$ cat src/hw/rtl/crf_pkg.sv
// ----------------------------------------------------------------------------
// crf_pkg: cassette record framer shared definitions
// Field widths, framing constants, sequencer step codes and the command
// word that travels from the front end to the back end.
// ----------------------------------------------------------------------------
package crf_pkg;

    localparam int OPCODE_W  = 1;
    localparam int LEN_W     = 18;
    localparam int BYTE_W    = 8;
    localparam int KIND_W    = 2;
    localparam int REP_W     = 14;
    localparam int CFG_IDX_W = 2;
    localparam int FILL_W    = 7;

    localparam logic [OPCODE_W-1:0] OP_BEGIN = 1'b0;
    localparam logic [OPCODE_W-1:0] OP_DATA  = 1'b1;

    typedef enum logic [KIND_W-1:0] {
        KIND_CHAR    = 2'd0,
        KIND_MARK    = 2'd1,
        KIND_SILENCE = 2'd2
    } t_kind;

    localparam logic [CFG_IDX_W-1:0] CFG_SHORT_GAP = 2'd0;
    localparam logic [CFG_IDX_W-1:0] CFG_LONG_GAP  = 2'd1;
    localparam logic [CFG_IDX_W-1:0] CFG_SILENCE   = 2'd2;

    localparam logic [REP_W-1:0] RST_SHORT_GAP = 14'd151;
    localparam logic [REP_W-1:0] RST_LONG_GAP  = 14'd12080;
    localparam logic [REP_W-1:0] RST_SILENCE   = 14'd60;

    localparam int RECORD_BYTES = 128;
    localparam logic [FILL_W-1:0] FILL_LAST = 7'd127;

    localparam logic [BYTE_W-1:0] SYNC_BYTE = 8'h55;
    localparam logic [BYTE_W-1:0] CTRL_EOF  = 8'hFE;
    localparam logic [BYTE_W-1:0] CTRL_FULL = 8'hFC;
    localparam logic [BYTE_W-1:0] CTRL_PART = 8'hFA;
    localparam logic [BYTE_W-1:0] SUM_EOF   = 8'hA9;
    localparam logic [BYTE_W-1:0] SEED_FULL = 8'hA7;
    localparam logic [BYTE_W-1:0] SEED_PART = 8'hA5;
    localparam logic [BYTE_W-1:0] BYTE_MASK = 8'hFF;

    localparam logic [REP_W-1:0] REP_ONE    = 14'd1;
    localparam logic [REP_W-1:0] REP_SYNC   = 14'd2;
    localparam logic [REP_W-1:0] REP_RECORD = 14'(RECORD_BYTES);

    // Output steps of one command, in emission order
    localparam int STEP_COUNT = 11;
    localparam int STEP_W     = 4;
    localparam logic [STEP_W-1:0] STEP_LEAD   = 4'd0;
    localparam logic [STEP_W-1:0] STEP_DATA   = 4'd1;
    localparam logic [STEP_W-1:0] STEP_PAD    = 4'd2;
    localparam logic [STEP_W-1:0] STEP_LEN    = 4'd3;
    localparam logic [STEP_W-1:0] STEP_CKSUM  = 4'd4;
    localparam logic [STEP_W-1:0] STEP_GAP    = 4'd5;
    localparam logic [STEP_W-1:0] STEP_SYNC   = 4'd6;
    localparam logic [STEP_W-1:0] STEP_CTRL   = 4'd7;
    localparam logic [STEP_W-1:0] STEP_ZERO   = 4'd8;
    localparam logic [STEP_W-1:0] STEP_EOFSUM = 4'd9;
    localparam logic [STEP_W-1:0] STEP_SIL    = 4'd10;

    typedef logic [STEP_COUNT-1:0] t_step_mask;

    typedef struct packed {
        t_step_mask        mask;
        logic [BYTE_W-1:0] data;
        logic [FILL_W-1:0] pad;
        logic [BYTE_W-1:0] len_byte;
        logic [BYTE_W-1:0] cksum;
        logic [BYTE_W-1:0] ctrl;
    } t_cmd;

    typedef struct packed {
        logic [REP_W-1:0] short_gap;
        logic [REP_W-1:0] long_gap;
        logic [REP_W-1:0] silence;
    } t_cfg;

    typedef struct packed {
        logic full;
        logic valid;
    } t_fifo_stat;

    // 8-bit sum with end-around carry
    function automatic logic [BYTE_W-1:0] add_carry(input logic [BYTE_W-1:0] a,
                                                    input logic [BYTE_W-1:0] b);
        logic [BYTE_W:0] s;
        s = {1'b0, a} + {1'b0, b};
        return (s[BYTE_W-1:0] & BYTE_MASK) + {{(BYTE_W-1){1'b0}}, s[BYTE_W]};
    endfunction

endpackage

$ cat src/hw/rtl/crf_if.sv
// ----------------------------------------------------------------------------
// crf_if: cassette record framer channel interfaces
// Input item channel, result channel and configuration write channel.
// ----------------------------------------------------------------------------
interface crf_in_if;
    logic                          valid;
    logic                          ready;
    logic [crf_pkg::OPCODE_W-1:0]  opcode;
    logic [crf_pkg::LEN_W-1:0]     file_length;
    logic [crf_pkg::BYTE_W-1:0]    data_byte;

    modport source (output valid, opcode, file_length, data_byte, input ready);
    modport sink   (input valid, opcode, file_length, data_byte, output ready);
endinterface

interface crf_out_if;
    logic                          valid;
    logic                          ready;
    logic [crf_pkg::KIND_W-1:0]    kind;
    logic [crf_pkg::BYTE_W-1:0]    char_byte;
    logic [crf_pkg::REP_W-1:0]     repeat_res;
    logic                          last;

    modport source (output valid, kind, char_byte, repeat_res, last, input ready);
    modport sink   (input valid, kind, char_byte, repeat_res, last, output ready);
endinterface

interface crf_cfg_if;
    logic                          valid;
    logic                          ready;
    logic [crf_pkg::CFG_IDX_W-1:0] index;
    logic [crf_pkg::REP_W-1:0]     data;

    modport source (output valid, index, data, input ready);
    modport sink   (input valid, index, data, output ready);
endinterface

$ cat src/hw/rtl/crf_front.sv
// ----------------------------------------------------------------------------
// crf_front: input word classifier and file state
// Tracks the open file, record fill and checksum, holds the gap registers,
// and turns accepted words that cause output into sequencer commands.
// ----------------------------------------------------------------------------
module crf_front #(
    parameter int MAX_FILE_BYTES = 131072
) (
    input  logic                 i_clk,
    input  logic                 i_rst_n,
    crf_in_if.sink               i_in_chan,
    crf_cfg_if.sink              i_cfg_chan,
    input  crf_pkg::t_fifo_stat  i_fifo_stat,
    output logic                 o_push,
    output crf_pkg::t_cmd        o_cmd,
    output crf_pkg::t_cfg        o_cfg
);

    localparam int BR_W = $clog2(MAX_FILE_BYTES + 1);

    logic                        r_open;
    logic [BR_W-1:0]             r_rem;
    logic [crf_pkg::FILL_W-1:0]  r_fill;
    logic [crf_pkg::BYTE_W-1:0]  r_sum;
    crf_pkg::t_cfg               r_cfg;

    logic                        n_open;
    logic [BR_W-1:0]             n_rem;
    logic [crf_pkg::FILL_W-1:0]  n_fill;
    logic [crf_pkg::BYTE_W-1:0]  n_sum;

    logic                        accept;
    logic [BR_W-1:0]             len_sat;
    logic [BR_W-1:0]             rem1;
    logic [crf_pkg::BYTE_W-1:0]  fill1;
    logic [crf_pkg::BYTE_W-1:0]  sum1;
    logic [crf_pkg::BYTE_W-1:0]  sum2;
    logic [crf_pkg::FILL_W-1:0]  pad;
    logic                        do_eof;
    logic                        do_open;
    logic                        open_full;
    crf_pkg::t_cmd               cmd;

    assign accept           = i_in_chan.valid && i_in_chan.ready;
    assign i_in_chan.ready  = !i_fifo_stat.full;
    assign i_cfg_chan.ready = 1'b1;

    assign len_sat = (i_in_chan.file_length > crf_pkg::LEN_W'(MAX_FILE_BYTES))
                   ? BR_W'(MAX_FILE_BYTES) : i_in_chan.file_length[BR_W-1:0];
    assign rem1  = r_rem - BR_W'(1);
    assign fill1 = {1'b0, r_fill} + 8'd1;
    assign sum1  = crf_pkg::add_carry(r_sum, i_in_chan.data_byte);
    assign sum2  = crf_pkg::add_carry(sum1, fill1);
    assign pad   = crf_pkg::FILL_LAST - fill1[crf_pkg::FILL_W-1:0];

    always_comb begin
        n_open    = r_open;
        n_rem     = r_rem;
        n_fill    = r_fill;
        n_sum     = r_sum;
        cmd       = '0;
        do_eof    = 1'b0;
        do_open   = 1'b0;
        open_full = 1'b0;

        if (accept) begin
            if (i_in_chan.opcode == crf_pkg::OP_BEGIN) begin
                // begin while open drops the old file with no end record
                n_open = 1'b1;
                n_rem  = len_sat;
                n_fill = '0;
                n_sum  = '0;
                cmd.mask[crf_pkg::STEP_LEAD] = (r_cfg.long_gap != '0);
                if (len_sat == '0) begin
                    do_eof = 1'b1;
                end else begin
                    do_open   = 1'b1;
                    open_full = crf_pkg::LEN_W'(len_sat) >=
                                crf_pkg::LEN_W'(crf_pkg::RECORD_BYTES);
                end
            end else if (r_open && r_rem != '0) begin
                cmd.mask[crf_pkg::STEP_DATA] = 1'b1;
                cmd.data = i_in_chan.data_byte;
                n_rem    = rem1;
                if (r_fill == crf_pkg::FILL_LAST) begin
                    cmd.mask[crf_pkg::STEP_CKSUM] = 1'b1;
                    cmd.cksum = sum1;
                    if (rem1 == '0) begin
                        do_eof = 1'b1;
                    end else begin
                        do_open   = 1'b1;
                        open_full = crf_pkg::LEN_W'(rem1) >=
                                    crf_pkg::LEN_W'(crf_pkg::RECORD_BYTES);
                    end
                end else if (rem1 == '0) begin
                    // short record: zero pad, length byte, checksum over both
                    cmd.mask[crf_pkg::STEP_PAD]   = (pad != '0);
                    cmd.mask[crf_pkg::STEP_LEN]   = 1'b1;
                    cmd.mask[crf_pkg::STEP_CKSUM] = 1'b1;
                    cmd.pad      = pad;
                    cmd.len_byte = fill1;
                    cmd.cksum    = sum2;
                    do_eof       = 1'b1;
                end else begin
                    n_sum  = sum1;
                    n_fill = fill1[crf_pkg::FILL_W-1:0];
                end
            end
        end

        if (do_eof) begin
            cmd.mask[crf_pkg::STEP_GAP]    = (r_cfg.short_gap != '0);
            cmd.mask[crf_pkg::STEP_SYNC]   = 1'b1;
            cmd.mask[crf_pkg::STEP_CTRL]   = 1'b1;
            cmd.mask[crf_pkg::STEP_ZERO]   = 1'b1;
            cmd.mask[crf_pkg::STEP_EOFSUM] = 1'b1;
            cmd.mask[crf_pkg::STEP_SIL]    = (r_cfg.silence != '0);
            cmd.ctrl = crf_pkg::CTRL_EOF;
            n_open   = 1'b0;
            n_rem    = '0;
            n_fill   = '0;
        end
        if (do_open) begin
            cmd.mask[crf_pkg::STEP_GAP]  = (r_cfg.short_gap != '0);
            cmd.mask[crf_pkg::STEP_SYNC] = 1'b1;
            cmd.mask[crf_pkg::STEP_CTRL] = 1'b1;
            cmd.ctrl = open_full ? crf_pkg::CTRL_FULL : crf_pkg::CTRL_PART;
            n_sum    = open_full ? crf_pkg::SEED_FULL : crf_pkg::SEED_PART;
            n_fill   = '0;
        end
    end

    assign o_push = accept && (cmd.mask != '0);
    assign o_cmd  = cmd;
    assign o_cfg  = r_cfg;

    always_ff @(posedge i_clk) begin
        if (!i_rst_n) begin
            r_open <= 1'b0;
            r_rem  <= '0;
            r_fill <= '0;
            r_sum  <= '0;
        end else begin
            r_open <= n_open;
            r_rem  <= n_rem;
            r_fill <= n_fill;
            r_sum  <= n_sum;
        end
    end

    always_ff @(posedge i_clk) begin
        if (!i_rst_n) begin
            r_cfg.short_gap <= crf_pkg::RST_SHORT_GAP;
            r_cfg.long_gap  <= crf_pkg::RST_LONG_GAP;
            r_cfg.silence   <= crf_pkg::RST_SILENCE;
        end else if (i_cfg_chan.valid && i_cfg_chan.ready) begin
            unique case (i_cfg_chan.index)
                crf_pkg::CFG_SHORT_GAP: r_cfg.short_gap <= i_cfg_chan.data;
                crf_pkg::CFG_LONG_GAP:  r_cfg.long_gap  <= i_cfg_chan.data;
                crf_pkg::CFG_SILENCE:   r_cfg.silence   <= i_cfg_chan.data;
                default: ;
            endcase
        end
    end

    a_empty_file_closes: assert property (@(posedge i_clk) disable iff (!i_rst_n)
        (accept && i_in_chan.opcode == crf_pkg::OP_BEGIN && i_in_chan.file_length == '0)
        |=> (!r_open && r_rem == '0))
        else $error("empty file left open");

    a_fill_tracks_rem: assert property (@(posedge i_clk) disable iff (!i_rst_n)
        !r_open |-> (r_rem == '0 && r_fill == '0))
        else $error("closed file holds residual state");

endmodule

$ cat src/hw/rtl/crf_cmd_fifo.sv
// ----------------------------------------------------------------------------
// crf_cmd_fifo: command queue between front end and output sequencer
// Small register queue; lets input and output sides stall independently.
// ----------------------------------------------------------------------------
module crf_cmd_fifo #(
    parameter int DEPTH = 4
) (
    input  logic                 i_clk,
    input  logic                 i_rst_n,
    input  logic                 i_push,
    input  crf_pkg::t_cmd        i_wr_data,
    input  logic                 i_pop,
    output crf_pkg::t_fifo_stat  o_stat,
    output crf_pkg::t_cmd        o_rd_data
);

    localparam int PTR_W = $clog2(DEPTH);
    localparam int CNT_W = $clog2(DEPTH + 1);

    crf_pkg::t_cmd    r_mem [DEPTH];
    logic [PTR_W-1:0] r_wr_ptr;
    logic [PTR_W-1:0] r_rd_ptr;
    logic [CNT_W-1:0] r_count;
    logic             do_pop;

    assign o_stat.full  = (r_count == CNT_W'(DEPTH));
    assign o_stat.valid = (r_count != '0);
    assign o_rd_data    = r_mem[r_rd_ptr];
    assign do_pop       = i_pop && o_stat.valid;

    always_ff @(posedge i_clk) begin
        if (i_push) begin
            r_mem[r_wr_ptr] <= i_wr_data;
        end
    end

    always_ff @(posedge i_clk) begin
        if (!i_rst_n) begin
            r_wr_ptr <= '0;
            r_rd_ptr <= '0;
            r_count  <= '0;
        end else begin
            if (i_push) begin
                r_wr_ptr <= (r_wr_ptr == PTR_W'(DEPTH - 1)) ? '0 : r_wr_ptr + PTR_W'(1);
            end
            if (do_pop) begin
                r_rd_ptr <= (r_rd_ptr == PTR_W'(DEPTH - 1)) ? '0 : r_rd_ptr + PTR_W'(1);
            end
            r_count <= r_count + CNT_W'(i_push) - CNT_W'(do_pop);
        end
    end

    a_no_overflow: assert property (@(posedge i_clk) disable iff (!i_rst_n)
        i_push |-> !o_stat.full)
        else $error("command queue overflow");

    a_no_empty_cmd: assert property (@(posedge i_clk) disable iff (!i_rst_n)
        i_push |-> (i_wr_data.mask != '0))
        else $error("command with no output steps queued");

endmodule

$ cat src/hw/rtl/crf_back.sv
// ----------------------------------------------------------------------------
// crf_back: output sequencer
// Walks the pending steps of the current command into a registered output
// stage, one result word per cycle while that stage can take one.
// ----------------------------------------------------------------------------
module crf_back (
    input  logic                 i_clk,
    input  logic                 i_rst_n,
    input  crf_pkg::t_fifo_stat  i_fifo_stat,
    input  crf_pkg::t_cmd        i_cmd,
    input  crf_pkg::t_cfg        i_cfg,
    output logic                 o_pop,
    crf_out_if.source            o_out_chan
);

    crf_pkg::t_cmd                r_cmd;
    crf_pkg::t_step_mask          r_mask;
    logic                         r_out_valid;
    crf_pkg::t_kind               r_out_kind;
    logic [crf_pkg::BYTE_W-1:0]   r_out_char;
    logic [crf_pkg::REP_W-1:0]    r_out_rep;
    logic                         r_out_last;

    logic [crf_pkg::STEP_W-1:0]   sel;
    crf_pkg::t_step_mask          sel_bit;
    crf_pkg::t_step_mask          rest;
    logic                         can_emit;
    logic                         emit;
    logic                         pop;
    crf_pkg::t_kind               res_kind;
    logic [crf_pkg::BYTE_W-1:0]   res_char;
    logic [crf_pkg::REP_W-1:0]    res_rep;

    // lowest pending step goes next
    always_comb begin
        sel     = '0;
        sel_bit = '0;
        for (int k = crf_pkg::STEP_COUNT - 1; k >= 0; k--) begin
            if (r_mask[k]) begin
                sel     = crf_pkg::STEP_W'(k);
                sel_bit = crf_pkg::t_step_mask'(1) << k;
            end
        end
    end

    assign rest     = r_mask & ~sel_bit;
    assign can_emit = !r_out_valid || o_out_chan.ready;
    assign emit     = (r_mask != '0) && can_emit;
    assign pop      = i_fifo_stat.valid && ((r_mask == '0) || (emit && rest == '0));
    assign o_pop    = pop;

    always_comb begin
        res_kind = crf_pkg::KIND_CHAR;
        res_char = '0;
        res_rep  = crf_pkg::REP_ONE;
        unique case (sel)
            crf_pkg::STEP_LEAD: begin
                res_kind = crf_pkg::KIND_MARK;
                res_rep  = i_cfg.long_gap;
            end
            crf_pkg::STEP_DATA:   res_char = r_cmd.data;
            crf_pkg::STEP_PAD:    res_rep  = crf_pkg::REP_W'(r_cmd.pad);
            crf_pkg::STEP_LEN:    res_char = r_cmd.len_byte;
            crf_pkg::STEP_CKSUM:  res_char = r_cmd.cksum;
            crf_pkg::STEP_GAP: begin
                res_kind = crf_pkg::KIND_MARK;
                res_rep  = i_cfg.short_gap;
            end
            crf_pkg::STEP_SYNC: begin
                res_char = crf_pkg::SYNC_BYTE;
                res_rep  = crf_pkg::REP_SYNC;
            end
            crf_pkg::STEP_CTRL:   res_char = r_cmd.ctrl;
            crf_pkg::STEP_ZERO:   res_rep  = crf_pkg::REP_RECORD;
            crf_pkg::STEP_EOFSUM: res_char = crf_pkg::SUM_EOF;
            crf_pkg::STEP_SIL: begin
                res_kind = crf_pkg::KIND_SILENCE;
                res_rep  = i_cfg.silence;
            end
            default: ;
        endcase
    end

    always_ff @(posedge i_clk) begin
        if (!i_rst_n) begin
            r_mask      <= '0;
            r_out_valid <= 1'b0;
        end else begin
            if (pop) begin
                r_mask <= i_cmd.mask;
            end else if (emit) begin
                r_mask <= rest;
            end
            if (emit) begin
                r_out_valid <= 1'b1;
            end else if (o_out_chan.ready) begin
                r_out_valid <= 1'b0;
            end
        end
    end

    always_ff @(posedge i_clk) begin
        if (pop) begin
            r_cmd <= i_cmd;
        end
        if (emit) begin
            r_out_kind <= res_kind;
            r_out_char <= res_char;
            r_out_rep  <= res_rep;
            r_out_last <= (rest == '0);
        end
    end

    assign o_out_chan.valid      = r_out_valid;
    assign o_out_chan.kind       = r_out_kind;
    assign o_out_chan.char_byte  = r_out_char;
    assign o_out_chan.repeat_res = r_out_rep;
    assign o_out_chan.last       = r_out_last;

    a_no_zero_run: assert property (@(posedge i_clk) disable iff (!i_rst_n)
        r_out_valid |-> (r_out_rep != '0))
        else $error("zero-length run emitted");

    a_pop_at_end: assert property (@(posedge i_clk) disable iff (!i_rst_n)
        pop |-> ($countones(r_mask) <= 1))
        else $error("next command loaded with steps still pending");

endmodule

$ cat src/hw/rtl/cassette_record_framer_top.sv
// ----------------------------------------------------------------------------
// cassette_record_framer_top: cassette record framer
// Input channel i_in_chan takes begin-file words (opcode 0, file_length) and
// data-byte words (opcode 1, data_byte). Output channel o_out_chan gives
// character, mark-run and silence-run words with a repeat count; last marks
// the final word caused by one input word. i_cfg_chan writes the short gap,
// long gap and silence lengths (index 0, 1, 2), always ready; write only
// while the block is idle.
// Throughput: the output sequencer gives one result word per cycle while
// the output accepts; an input word causes one result word for a byte
// inside a record, up to ten at a record or file boundary. The command queue
// absorbs short bursts; input stalls only when the queue is full. The queue,
// step mask and output register lie between acceptance and the first word.
// A stalled output holds its word and the sequencer waits; the queue keeps
// filling until it is full, then the input stalls.
// Reset clears file state and queue and loads the default gap lengths.
// ----------------------------------------------------------------------------
module cassette_record_framer_top #(
    parameter int MAX_FILE_BYTES = 131072,
    parameter int CMD_DEPTH      = 4
) (
    input  logic        i_clk,
    input  logic        i_rst_n,
    crf_in_if.sink      i_in_chan,
    crf_cfg_if.sink     i_cfg_chan,
    crf_out_if.source   o_out_chan
);

    crf_pkg::t_fifo_stat fifo_stat;
    crf_pkg::t_cmd       wr_cmd;
    crf_pkg::t_cmd       rd_cmd;
    crf_pkg::t_cfg       cfg;
    logic                push;
    logic                pop;

    crf_front #(
        .MAX_FILE_BYTES (MAX_FILE_BYTES)
    ) u_front (
        .i_clk       (i_clk),
        .i_rst_n     (i_rst_n),
        .i_in_chan   (i_in_chan),
        .i_cfg_chan  (i_cfg_chan),
        .i_fifo_stat (fifo_stat),
        .o_push      (push),
        .o_cmd       (wr_cmd),
        .o_cfg       (cfg)
    );

    crf_cmd_fifo #(
        .DEPTH (CMD_DEPTH)
    ) u_fifo (
        .i_clk     (i_clk),
        .i_rst_n   (i_rst_n),
        .i_push    (push),
        .i_wr_data (wr_cmd),
        .i_pop     (pop),
        .o_stat    (fifo_stat),
        .o_rd_data (rd_cmd)
    );

    crf_back u_back (
        .i_clk       (i_clk),
        .i_rst_n     (i_rst_n),
        .i_fifo_stat (fifo_stat),
        .i_cmd       (rd_cmd),
        .i_cfg       (cfg),
        .o_pop       (pop),
        .o_out_chan  (o_out_chan)
    );

endmodule

$ cat src/flat_wrapper.sv
// flat-port wrapper written by rule: the top's interface ports become plain ports
module cassette_record_framer_top_flat 
#(
    parameter int MAX_FILE_BYTES = 131072,
    parameter int CMD_DEPTH      = 4
)
  (i_clk, i_rst_n, i_in_chan_valid, i_in_chan_opcode, i_in_chan_file_length, i_in_chan_data_byte, i_in_chan_ready, i_cfg_chan_valid, i_cfg_chan_index, i_cfg_chan_data, i_cfg_chan_ready, o_out_chan_valid, o_out_chan_kind, o_out_chan_char_byte, o_out_chan_repeat_res, o_out_chan_last, o_out_chan_ready);
  crf_in_if i_in_chan_i ();
  crf_cfg_if i_cfg_chan_i ();
  crf_out_if o_out_chan_i ();
  input  logic i_clk;
  input  logic i_rst_n;
  input wire logic [$bits(i_in_chan_i.valid)-1:0] i_in_chan_valid;
  input wire logic [$bits(i_in_chan_i.opcode)-1:0] i_in_chan_opcode;
  input wire logic [$bits(i_in_chan_i.file_length)-1:0] i_in_chan_file_length;
  input wire logic [$bits(i_in_chan_i.data_byte)-1:0] i_in_chan_data_byte;
  output wire logic [$bits(i_in_chan_i.ready)-1:0] i_in_chan_ready;
  input wire logic [$bits(i_cfg_chan_i.valid)-1:0] i_cfg_chan_valid;
  input wire logic [$bits(i_cfg_chan_i.index)-1:0] i_cfg_chan_index;
  input wire logic [$bits(i_cfg_chan_i.data)-1:0] i_cfg_chan_data;
  output wire logic [$bits(i_cfg_chan_i.ready)-1:0] i_cfg_chan_ready;
  output wire logic [$bits(o_out_chan_i.valid)-1:0] o_out_chan_valid;
  output wire logic [$bits(o_out_chan_i.kind)-1:0] o_out_chan_kind;
  output wire logic [$bits(o_out_chan_i.char_byte)-1:0] o_out_chan_char_byte;
  output wire logic [$bits(o_out_chan_i.repeat_res)-1:0] o_out_chan_repeat_res;
  output wire logic [$bits(o_out_chan_i.last)-1:0] o_out_chan_last;
  input wire logic [$bits(o_out_chan_i.ready)-1:0] o_out_chan_ready;
  assign i_in_chan_i.valid = i_in_chan_valid;
  assign i_in_chan_i.opcode = i_in_chan_opcode;
  assign i_in_chan_i.file_length = i_in_chan_file_length;
  assign i_in_chan_i.data_byte = i_in_chan_data_byte;
  assign i_in_chan_ready = i_in_chan_i.ready;
  assign i_cfg_chan_i.valid = i_cfg_chan_valid;
  assign i_cfg_chan_i.index = i_cfg_chan_index;
  assign i_cfg_chan_i.data = i_cfg_chan_data;
  assign i_cfg_chan_ready = i_cfg_chan_i.ready;
  assign o_out_chan_valid = o_out_chan_i.valid;
  assign o_out_chan_kind = o_out_chan_i.kind;
  assign o_out_chan_char_byte = o_out_chan_i.char_byte;
  assign o_out_chan_repeat_res = o_out_chan_i.repeat_res;
  assign o_out_chan_last = o_out_chan_i.last;
  assign o_out_chan_i.ready = o_out_chan_ready;
  cassette_record_framer_top #(.MAX_FILE_BYTES(MAX_FILE_BYTES), .CMD_DEPTH(CMD_DEPTH)) u_core (.i_clk(i_clk), .i_rst_n(i_rst_n), .i_in_chan(i_in_chan_i), .i_cfg_chan(i_cfg_chan_i), .o_out_chan(o_out_chan_i));
endmodule
$ cat config.mk
export PLATFORM = sky130hd
export DESIGN_NAME = cassette_record_framer_top_flat
export DESIGN_NICKNAME = d
export VERILOG_FILES = /design/src/hw/rtl/crf_pkg.sv /design/src/hw/rtl/crf_if.sv /design/src/hw/rtl/crf_front.sv /design/src/hw/rtl/crf_cmd_fifo.sv /design/src/hw/rtl/crf_back.sv /design/src/hw/rtl/cassette_record_framer_top.sv /design/src/flat_wrapper.sv
export SDC_FILE = /design/constraint.sdc
export NUM_CORES = 1
export LEC_CHECK = 0
export BUFFER_PORTS_ARGS = -buffer_cell sky130_fd_sc_hd__buf_2
export CAP_MARGIN = 20
export CORE_MARGIN = 2
export CORE_UTILIZATION = 55
export CTS_CLUSTER_DIAMETER = 120
export DETAILED_ROUTE_END_ITERATION = 12
export PLACE_DENSITY = 0.78
export SLEW_MARGIN = 20
export SYNTH_ARGS = -nofsm -noshare
export SYNTH_HDL_FRONTEND = slang
export SYNTH_SLANG_ARGS = --single-unit
$ cat constraint.sdc
create_clock -name i_clk -period 5 [get_ports i_clk]
set_clock_uncertainty 0.1 [all_clocks]
set_input_delay 0.25 -clock i_clk [delete_from_list [all_inputs] [get_ports i_clk]]
set_output_delay 0.25 -clock i_clk [all_outputs]
set_load 0.02 [all_outputs]
Word-level counts from Yosys, hierarchy flattened
Memory sizes are Yosys's and may differ from the RTL's. A register that Yosys moved wholly into a read port is not among the register bits.
Index checks and enable logic that the tools add are counted.
{ "totals": {"word_cells": 183, "n_memories": 1, "out_inout_bits": 28, "ram_bits": 200, "ff_bits": 159, "romBits": 0, "latchBits": 0} }
{ "op_classes": {"n_eq_ne": 22, "bitwise_logic": 4, "reduce_logical": 38, "n_shift": 0, "mux": 83, "mul": 0, "n_div": 0, "add_sub_neg": 11, "n_lt_le_gt_ge": 3} }
{ "mem_list": {"columns": ["memory", "words", "word_bits", "read_ports", "rd_clocked_by_memory_dff", "wr", "line", "source"], "rows": [
  ["u_core.u_fifo.r_mem", 4, 50, 1, 1, 1, "crf_cmd_fifo.sv:20", "crf_pkg::t_cmd r_mem [DEPTH];"]
]} }
{ "op_table": {"columns": ["cell", "count"], "rows": [
  ["11-bit two-way mux", 13],
  ["14-bit case mux with 6 select lines", 1],
  ["8-bit two-way mux", 9],
  ["31-bit two-way mux", 2],
  ["18-bit two-way mux", 3],
  ["4-bit two-way mux", 13],
  ["8-bit case mux with 6 select lines", 1],
  ["14-bit nonzero test", 3],
  ["18-bit by 8-bit >= comparator with 1-bit output, second input constant", 2],
  ["18-bit zero test", 2],
  ["36-bit two-way mux", 1],
  ["7-bit two-way mux", 4],
  ["1-bit two-way mux", 23],
  ["23-bit two-way mux", 1],
  ["11-bit zero test", 2],
  ["11-bit nonzero test", 2],
  ["8-bit by 8-bit adder with 9-bit output", 2],
  ["18-bit > comparator, second input constant", 1],
  ["18-bit nonzero test", 1],
  ["18-bit by 1-bit subtractor with 18-bit output, second input constant", 1],
  ["8-bit by 1-bit adder with 8-bit output", 2],
  ["4-bit by 3-bit == test with 1-bit output, second input constant", 4],
  ["15-bit two-way mux", 1],
  ["4-bit == test, second input constant", 3],
  ["34 further kinds", 64]
]} }

Depth between registers and ports, before layout
{ "depth": {"ltp_word": 20, "mapped_depth": 26, "ltp_nobuf": 26} }

Modules after synthesis
A second synthesis with hierarchy kept.
{ "unflattened": {"hier_cells": 1243, "hier_area_um2": 16188.0} }
{ "by_module_without_submodules": {"columns": ["module", "area_each_um2", "n_inst", "cells_each", "seq_area_each_um2"], "rows": [
  ["crf_cmd_fifo", 7772.5, 1, 308, 6185.9],
  ["crf_front", 5066.1, 1, 670, 1521.5],
  ["crf_back", 3349.5, 1, 265, 2162.1]
]} }

Worst setup path after synthesis
Ideal clock, no wire load.
{ "synth_path": {"kind": "reg2reg", "startpoint": "reg u_core.u_back.r_mask[2]", "endpoint": "reg u_core.u_fifo.r_count[2]", "n_path_buf": 2, "setup_time_ns": 0.128, "period_less_slack_ns": 4.810, "path_slack_ns": 0.190, "required_time_ns": 4.772, "stages_incl_launch_ff": 18, "t_arrival_ns": 4.582, "path_cell_list": "dfxtp_1 -> clkbuf_1 -> nor4_1 -> nand2_1 -> maj3_1 -> nor4_1 -> o21ai_0 -> o21ai_0 -> o31a_1 -> clkbuf_1 -> ha_1 -> inv_1 -> ha_1 -> inv_1 -> fa_1 -> xor2_1 -> xnor2_1 -> nor2_1"} }
{ "synth_via": {"elab_chain_len": 11, "elab_cells_between_ends": 14, "cone_classes": "1 x add/sub; 3 x mux; 2 x bitwise; 8 x reduce/logical"} }
{ "synth_lines": {"columns": ["element", "line", "source"], "rows": [
  ["start: declaration", "crf_back.sv:17", "crf_pkg::t_step_mask r_mask;"],
  ["start signal: assignment", "crf_back.sv:90", "r_mask <= i_cmd.mask;"],
  ["start signal: assignment", "crf_back.sv:92", "r_mask <= rest;"],
  ["11-bit two-way mux (3 in a row)", "crf_back.sv:39", "if (r_mask[k]) begin"],
  ["11-bit NOT", "crf_back.sv:46", "assign rest = r_mask & ~sel_bit;"],
  ["11-bit AND", "crf_back.sv:46", null],
  ["11-bit zero test", "crf_back.sv:49", "assign pop = i_fifo_stat.valid && ((r_mask == '0) || (emit && rest == '0));"],
  ["1-bit logical AND", "crf_back.sv:49", null],
  ["1-bit logical OR (*)", "crf_back.sv:49", null],
  ["1-bit logical AND (*)", "crf_back.sv:49", null],
  ["named net u_core.pop", "cassette_record_framer_top.sv:34", "logic pop;"],
  ["1-bit logical AND (*)", "crf_cmd_fifo.sv:29", "assign do_pop = i_pop && o_stat.valid;"],
  ["3-bit by 1-bit subtractor with 3-bit output (*)", "crf_cmd_fifo.sv:49", "r_count <= r_count + CNT_W'(i_push) - CNT_W'(do_pop);"],
  ["end signal: assignment", "crf_cmd_fifo.sv:49", null],
  ["end: declaration", "crf_cmd_fifo.sv:23", "logic [CNT_W-1:0] r_count;"]
]} }
The timed path passes the listed nets; every way through them passes the cells marked *.
A chain may end at the register's enable or synchronous reset.

==> impl_metrics.sql <==
INSERT INTO impl_metrics (metric_group, metric, value, unit) VALUES
('global_route', 'globalRouteMet3Util', '0.0360', ''),
('yosys', 'synthesized_net_count', '1252', ''),
('die', 'io_pins', '76', ''),
('yosys', 'syn_inst', '1170', ''),
('route', 'vias', '9989', ''),
('route', 'routed_wirelength', '33200', 'um'),
('route', 'wl_per_cell', '20.3', 'um'),
('yosys', 'synth_top_cell_by_area', 'edfxtp_1', ''),
('die', 'chipWidth', '165', 'um'),
('sta', 'post-route-period-util', '0.965', ''),
('sta', 'timing_hold_violations_final', '0', ''),
('yosys', 'synth_area_per_cell', '12.3', 'um2'),
('yosys', 'cell_types_with_the_largest_area_share_after_synthesis', 'edfxtp_1 48%, dfxtp_1 14%, mux4_2 6.6%', ''),
('yosys', 'synth_flop_cell', 'edfxtp_1', ''),
('route', 'ant_nets', '0', ''),
('yosys', 'number_of_synthesized_flops_with_an_enable_pin', '227', ''),
('critical_path', 'cpPeakStageDelay', '0.32', 'ns'),
('yosys', 'yosys.area.top_type_share', '0.476', ''),
('cells_and_area', 'fillCellCount', '1854', ''),
('yosys', 'ys_seq_elements', '324', ''),
('global_route', 'grt_pass1_vias', '9487', ''),
('cells_and_area', 'area_growth_syn_to_layout', '15.2', '%'),
('outcome', 'status', 'complete, no violations', ''),
('place', 'post-dp-hpwl', '21300', 'um'),
('die', 'core', '0.0258', 'mm2'),
('sta', 'achievable-frequency', '0.207', 'GHz'),
('die', 'dieArea', '0.0274', 'mm2'),
('critical_path', 'worstPathArrival', '5.01', 'ns'),
('yosys', 'synthDistinctLibCells', '75', ''),
('critical_path', 'critPathSlowestCell', 'o31a_1', ''),
('die', 'num_rows', '59', ''),
('global_route', 'grt-busiest-layer', 'met2', ''),
('global_route', 'globalRoute.totalOverflow', '0', ''),
('critical_path', 'cpLargestDelayFamily', 'compound AO/OA/AOI/OAI gates', ''),
('yosys', 'yosysWarningCount', '0', ''),
('critical_path', 'cp_max_fo', '4', ''),
('global_route', 'initial_antenna_violation_count', '0', ''),
('sta', 'timing.final.max_slew_violations', '0', ''),
('route', 'remaining_drc_errors', '0', ''),
('place', 'gp_congestion', '0.883', ''),
('critical_path', 'crit_path_start_kind', 'flip-flop', ''),
('global_route', 'grt_use_met1', '0.339', ''),
('die', 'initial_core_util', '0.555', ''),
('place', 'pre_cts_slack', '-0.0826', 'ns'),
('sta', 'period_minus_slack', '4.82', 'ns'),
('cts', 'worst_setup_hold_path_clk_slew', '0.06', 'ns'),
('global_route', 'grt_start_max_net_pins', '51', ''),
('critical_path', 'critical-path-top-cell-by-count', 'ha_1', ''),
('cells_and_area', 'layout_cell_share_with_drive_strength_beyond_1', '0.183', ''),
('route', 'drc_marker_count_from_the_first_detailed_route_iteration', '1121', ''),
('route', 'detailedRoute.firstPassIterationCount', '10', ''),
('cells_and_area', 'finish.net_count', '1360', ''),
('yosys', 'mappedNetlistArea', '0.0143', 'mm2'),
('cts', 'worst_skew_pair.late_latency', '0.57', 'ns'),
('critical_path', 'cp_capture_type', 'flip-flop', ''),
('sta', 'setup_violations', '0', ''),
('global_route', 'wire_length_of_the_first_global_routing_pass', '51300', 'um'),
('cts', 'cts_tree', 'yes', ''),
('cells_and_area', 'diodes', '0', ''),
('power_and_ir_drop', 'power_leakage', '6.24', 'nW'),
('sta', 'setup_slack', '0.176', 'ns'),
('power_and_ir_drop', 'power_per_cell_area', '508', 'mW/mm2'),
('critical_path', 'critPathBufInv', '1', ''),
('cts', 'clk_root_buffer_cell', 'clkbuf_16', ''),
('cts', 'ctsHtreeMaxLevel', '1', ''),
('critical_path', 'cp.required', '5.18', 'ns'),
('yosys', 'ys_seq_area_frac', '0.611', ''),
('yosys', 'ys_async_sr_fraction', '0', ''),
('flow_run', 'max-cap-violations', '0', ''),
('sta', 'pin_slew_with_the_least_headroom_to_its_limit', '1.05', 'ns'),
('die', 'die-height', '165', 'um'),
('sta', 'final.hold.worst_slack', '0.0204', 'ns'),
('cts', 'clockBufferDepth', '3', ''),
('global_route', 'use_met2', '0.406', ''),
('place', 'numPortBuffers', '74', ''),
('sta', 'tns', '0', 'ns'),
('power_and_ir_drop', 'vdd.ir_drop.worst', '0.000321', 'V'),
('sta', 'worst_slew_margin_rel', '0.297', ''),
('route', 'avgViaCountPerCell', '6.10', ''),
('cts', 'cts.sinks', '324', ''),
('cts', 'cts_made_buffers', '31', ''),
('hold_path', 'timing.hold.worst.class', 'in2reg', ''),
('critical_path', 'crit_type', 'reg2reg', ''),
('global_route', 'global_route.usage.total', '0.243', '');
## power breakdown
group / switching [mW] / total (mW) / internal (mW)
registers: 0.318 / 3.80 / 3.48
logic: 1.38 / 2.31 / 0.924
clock network: 0.996 / 2.29 / 1.29
total: 2.70 / 8.40 / 5.70
## final timing paths
path	start	to	slack [ns]	cells past startpoint
setup / recovery	u_core.u_front.r_sum[0]	u_core.u_fifo.r_mem[1][15]	0.18	26
hold / removal	i_in_chan_data_byte[0]	u_core.u_fifo.r_mem[1][31]	0.02	2
setup reg to reg	u_core.u_front.r_sum[0]	u_core.u_fifo.r_mem[1][15]	0.18	26
hold reg to reg	u_core.u_front.o_cfg[16]	u_core.u_front.o_cfg[16]	0.38	2
## cells by family after synthesis
group	after synthesis	synth area share
AO/OA/AOI/OAI	227	0.106
XOR/XNOR	31	0.0200
adder cells (fa/ha/maj)	36	0.0326
buffers and inverters	100	0.0280
flip-flops	324	0.611
multiplexers	42	0.0660
other	1	0.000262
AND/OR/NAND/NOR	409	0.136
## worst register-to-register path: cells and delay by family, from the launching register on
family          cells  cell delay, ns
fa+ha+maj           6            1.31
flops               1            0.31
xor+xnor            2            0.40
buf+inv             1            0.09
simple gates        8            0.81
compound gates      9            1.54
## layout make-up
class	count	area, um2	area share
Timing Repair Buffer	134	903	0.0547
Tap cell	335	419	0.0254
Inverter	41	154	0.00932
Clock buffer	38	832	0.0504
Multi-Input combinational cell	746	5270	0.319
Clock inverter	20	179	0.0108
Sequential cell	324	8760	0.531
## metrics by stage
| stage | cells | area, um2 | power (mW) | utilization |
|---|---|---|---|---|
| final | 1638 | 16500 | 8.40 | 0.639 |
| after global routing | 1638 | 16500 | 8.82 | 0.639 |
| after CTS | 1633 | 16400 | 8.40 | 0.635 |
| after detailed placement | 1542 | 15100 | 6.10 | 0.583 |
| after global placement | 1542 | 15100 | 6.02 | 0.583 |
| after floorplan | 1170 | 14300 | 5.40 | - |
## sequential cells by signal (all words and copies together) (netlist names), 8 cells and up, named ones only
signal                               cells
u_core.u_front.o_cfg                    42
u_core.u_fifo.r_mem                    168
u_core.u_back.o_out_chan.char_byte       8
u_core.u_front.r_rem                    18
u_core.u_back.r_mask                    11
u_core.u_back.o_out_chan.repeat_res     14
u_core.u_front.r_sum                     8
u_core.u_back.r_cmd                     34
## layout by cell type (no fill, tap or decap), types with 9 or more instances in the layout
master,Yosys,final
and2_1,18,14
inv_1,40,40
buf_4,2,27
ha_1,31,29
nor4_1,20,20
mux4_2,42,42
nor3_1,25,24
nand2_1,171,171
and3_1,15,13
buf_2,3,74
o21ai_0,44,41
a21oi_1,77,76
edfxtp_1,227,227
xnor2_1,18,18
nand3_1,35,35
dlygate4sd3_1,0,33
a222oi_1,17,17
clkbuf_16,0,31
a22oi_1,12,12
or3_1,9,9
nor2_1,72,72
dfxtp_1,97,95
a31oi_1,11,11
xor2_1,12,11
## layer usage
metal / wire, um / vias to the layer above / share of wire
met4: 689 / 0 / 0.021
met2: 16100 / 497 / 0.48
met1: 13500 / 4823 / 0.41
met3: 2950 / 65 / 0.089
met5: 0 / - / 0
li1: - / 4604 / -
## Yosys cell counts, types with 8 or more instances
master,number
a22oi_1,12
or3_1,9
nor4_1,20
nand2_1,171
and2_1,18
ha_1,31
nor3_1,25
xor2_1,12
a21oi_1,77
xnor2_1,18
or4_1,8
clkbuf_1,46
inv_1,40
a31oi_1,11
o21ai_0,44
mux4_2,42
and3_1,15
edfxtp_1,227
a222oi_1,17
nor2_1,72
dfxtp_1,97
nand3_1,35
## timing repair
item / 4_1_cts / 5_1_grt
pin swaps: 0 / 8
endpoints found under the setup margin: 16 / 28
hold buffers: 33 / 0
endpoints found under the hold margin: 61 / 0
buffers inserted: 0 / 5
resized for setup: 4 / 15
(Power assumes the default switching activity.)
